## config.mk

```make
export PLATFORM = sky130hd
export DESIGN_NAME = pscq_ram
export DESIGN_NICKNAME = d
export VERILOG_FILES = /design/src/rtl/pscq_ram.sv
export SDC_FILE = /design/constraint.sdc
export NUM_CORES = 1
export LEC_CHECK = 0
export BUFFER_PORTS_ARGS = -buffer_cell sky130_fd_sc_hd__buf_4
export CORE_MARGIN = 2
export CORE_UTILIZATION = 30
export CTS_CLUSTER_DIAMETER = 120
export DETAILED_ROUTE_END_ITERATION = 12
export GPL_TIMING_DRIVEN = 0
export PLACE_DENSITY = 0.54
export RECOVER_POWER = 100
export SLEW_MARGIN = 30
export SYNTH_ARGS = -nofsm -noshare
export SYNTH_HDL_FRONTEND = slang
export SYNTH_SLANG_ARGS = --single-unit
export TNS_END_PERCENT = 1
```

## constraint.sdc

```tcl
create_clock -name clk_i -period 2.2 [get_ports clk_i]
set_input_delay 0.11 -clock clk_i [delete_from_list [all_inputs] [get_ports clk_i]]
set_output_delay 0.11 -clock clk_i [all_outputs]
set_load 0.02 [all_outputs]
```

## src/rtl/pscq_ram.sv

```systemverilog
// ----------------------------------------------------------------------------
// pscq_ram
// Generic single-write, single-read RAM with a registered read port.
// ----------------------------------------------------------------------------
`default_nettype none

module pscq_ram #(
  parameter int unsigned WIDTH = 8,
  parameter int unsigned DEPTH = 16
) (
  input  wire logic                     clk_i,
  input  wire logic                     we_i,
  input  wire logic [$clog2(DEPTH)-1:0] waddr_i,
  input  wire logic [WIDTH-1:0]         wdata_i,
  input  wire logic [$clog2(DEPTH)-1:0] raddr_i,
  output logic      [WIDTH-1:0]         rdata_o
);

  logic [WIDTH-1:0] mem_q [DEPTH];

  always_ff @(posedge clk_i) begin
    if (we_i) begin
      mem_q[waddr_i] <= wdata_i;
    end
    rdata_o <= mem_q[raddr_i];
  end

endmodule

`default_nettype wire
```

# Yosys cells after proc, flatten, opt, wreduce, memory -nomap -nowiden
# Memories as Yosys holds them, arrays and structs flattened. A register that Yosys moved wholly into a read port is not among the register bits.
# Index checks and enable logic that the tools add are counted.
# word_totals
reg_bits,0
n_memories,1
ramBits,128
elab_cells,3
# op_classes
n_mux,2
# mem_list
memory,depth,width,read_ports,rd_ports_with_merged_regs,wr,line,source
mem_q,16,8,1,1,1,19,logic [WIDTH-1:0] mem_q [DEPTH];
# op_table
operator,count
$mux 1,2

# Depth between registers and ports, before layout
# depth
word_depth,2
depth_mapped,5

# Worst setup path before layout
# Ideal clock, no wire load.
# synth_timing
kind,input to register
from,input waddr_i[2]
to,memory mem_q[0][0] (enable)
arrival_ns,1.220
setup_time_ns,0.383
path_stages,2
n_path_buf,0
path_slack_ns,0.597
path_cell_list,or3b_2 > nor3_1
# synth_lines
element,line,source
"start, declared",13,"input wire logic [$clog2(DEPTH)-1:0] waddr_i,"
"end, declared",19,
# No word-level cell before the write port.

# Worst setup path in the final report
# layout_timing
from,input waddr_i[2]
to,memory mem_q[8][1] (enable)
# No word-level cell before the write port.

==> flow_summary.ini <==
[cts]
hold_buffers = 1
root_buffer = clkbuf_16
clock_sinks = 136
clk_pin_slew_ps = 60
htreeDepth = 4
postCtsResizedCells = 0
cts.path.max_buffers = 2
post-cts-setup-buffer-count = 0
clock_latency_ps = 420
numCtsBuffers = 17
cts_tree = yes

[timing]
whs_ps = 143
fin_ws_ps = 611
post-route-min-period_ps = 1590
fmaxAchievable_mhz = 629
finalCritPeriodShare_pct = 72.2
setup_viol = 0
worst_pin_slew_ps = 1420
fin_tns_setup_ps = 0
rsz0062_at_grt = false
finClkSkew_ps = 6.20
drv_slew = 0
hold_violations = 0
maxSlewHeadroom_pct = 4.61

[layout]
multiInputGateArea_um2 = 1060
antenna_cells = 0
instances_no_fill = 506
area_growth_pct = 18.5
seqCellArea_um2 = 4000
fin_area_um2 = 6100
drive_gt1_share_pct = 23.1
final_core_util_pct = 36.5
finish.net_count = 291
fillers = 1584

[synth]
synth_edf_count = 128
ys_ff_latch = 136
async_flop_share_pct = 0
yosysMostFrequentCell = edfxtp_1
postSynthCellCount = 229
ys_types = 19
ys.flop_type = edfxtp_1
synth.yosys.seq_area_share_pct = 77.8
synth_top_area_share_pct = 74.7
synth_area_leaders = edfxtp_1 (75%), mux4_2 (7.9%), mux4_1 (7.1%)
avgSynthCellArea_um2 = 22.5
synth_common_cells = edfxtp_1 (128), mux4_2 (18), a22oi_1 (16)
yosysWarnings = 0
synth_fp_nets = 247
syn-cell-area_um2 = 5150
yosysTopAreaCell = edfxtp_1

[critical_path]
startpoint_type = primary input
required_ps = 2220
end_kind = flip-flop
cp.arrival_ps = 1610
path_max_fanout = 8
worst-r2r-setup-slack_ps = 750
crit_type = primary input to flip-flop

[global_routing]
grt_max_degree = 17
gr-usage-all-layers_pct = 12.4
antenna_found_initial = 0
grt_pass1_vias = 2413
grt_pass1_wl_mm = 15.5
grt_remaining_overflow = 0

[detailed_routing]
via_per_inst = 4.72
drcViolationCount = 0
vias = 2390
drtIter0Drc = 216
wirelength_mm = 10.3
ant_nets = 0
dr.pass1.iters = 4
routedWlPerCell_um = 20.3

[place]
dpl-instance-area_um2 = 5620
place_congestion = 0.724
pre_cts_slack_ps = 348
place.port_buffers = 24
place_inst = 473
dp_hpwl_mm = 6.54

[power_and_ir_drop]
p_per_area_nw_per_um2 = 954
ir_drop_uv = 565
leakagePower_nw = 1.95
total_power_mw = 5.82

[die]
rows = 47
coreArea_um2 = 16700
start_util_pct = 30.8
dieArea_um2 = 18200
die_h_um = 135
io_pins = 26
dieWidth_um = 135

[status]
status = finished, final reports clean

[hold_path]
hold_path.class = primary input to flip-flop

[flow_run]
maxCapViolations = 0
==> path summary, 6_finish.rpt <==
path                         start                     to  cells past startpoint
min                     waddr_i[1]  mem_q[0][6]$_DFFE_PP_                      2
max                     waddr_i[2]  mem_q[8][1]$_DFFE_PP_                      3
min reg2reg  mem_q[8][1]$_DFFE_PP_     rdata_o[1]$_DFF_P_                      3
max reg2reg  mem_q[6][0]$_DFFE_PP_     rdata_o[0]$_DFF_P_                      3
==> routing by layer <==
metal | global-route usage [%] | routed length (µm)
met1 | 18.0 | 4990
met2 | 17.3 | 4580
met3 | 4.43 | 584
met4 | 4.17 | 116
met5 | 0 | 0
==> worst max-delay path, stage by stage <==
cell and delay, ps:
clkbuf_1 100, nand3b_1 270, nor3_1 1120
==> cell type report <==
| cell class | instances | area share (%) |
|---|---|---|
| clock inverters | 14 | 2.07 |
| repair buffers | 25 | 1.95 |
| clock buffers | 18 | 7.03 |
| plain buffers | 10 | 1.41 |
| well taps | 220 | 4.51 |
| multi-input cells | 83 | 17.4 |
| flip-flops and latches | 136 | 65.6 |
==> flip-flops by register name, indices dropped and copies added, names as in the netlist <==
| name | cells |
|---|---|
| rdata_o | 8 |
| mem_q | 128 |
==> kinds of logic after synthesis <==
| logic type | share of synthesized area, % |
|---|---|
| flops | 77.8 |
| simple gates | 3.18 |
| compound gates | 2.33 |
| mux | 15.0 |
| buf+inv | 1.68 |
==> where the power goes <==
group          switching (mW)  total (mW)  internal, mW
Combinational           0.182       0.293         0.111
Sequential             0.0130        2.91          2.90
Clock                    1.06        2.62          1.55
Total                    1.26        5.82          4.56
==> cell usage in the layout (no fill, tap or decap) <==
cell type	n
buf_6	3
edfxtp_1	128
nor2_1	13
nor3_2	1
nand3b_1	2
mux4_1	14
and2_1	1
clkinv_4	3
clkinvlp_4	5
nand2b_1	2
nor2b_1	1
nand2_1	9
a22oi_1	16
nor3_1	3
mux4_2	18
and2b_1	1
nand3_1	1
dlygate4sd3_1	1
buf_4	6
clkbuf_16	17
buf_2	3
clkinv_2	3
bufinv_16	1
inv_6	2
dfxtp_1	8
or3b_2	1
clkbuf_1	20
clkdlybuf4s25_2	3
(Power assumes the default switching activity.)
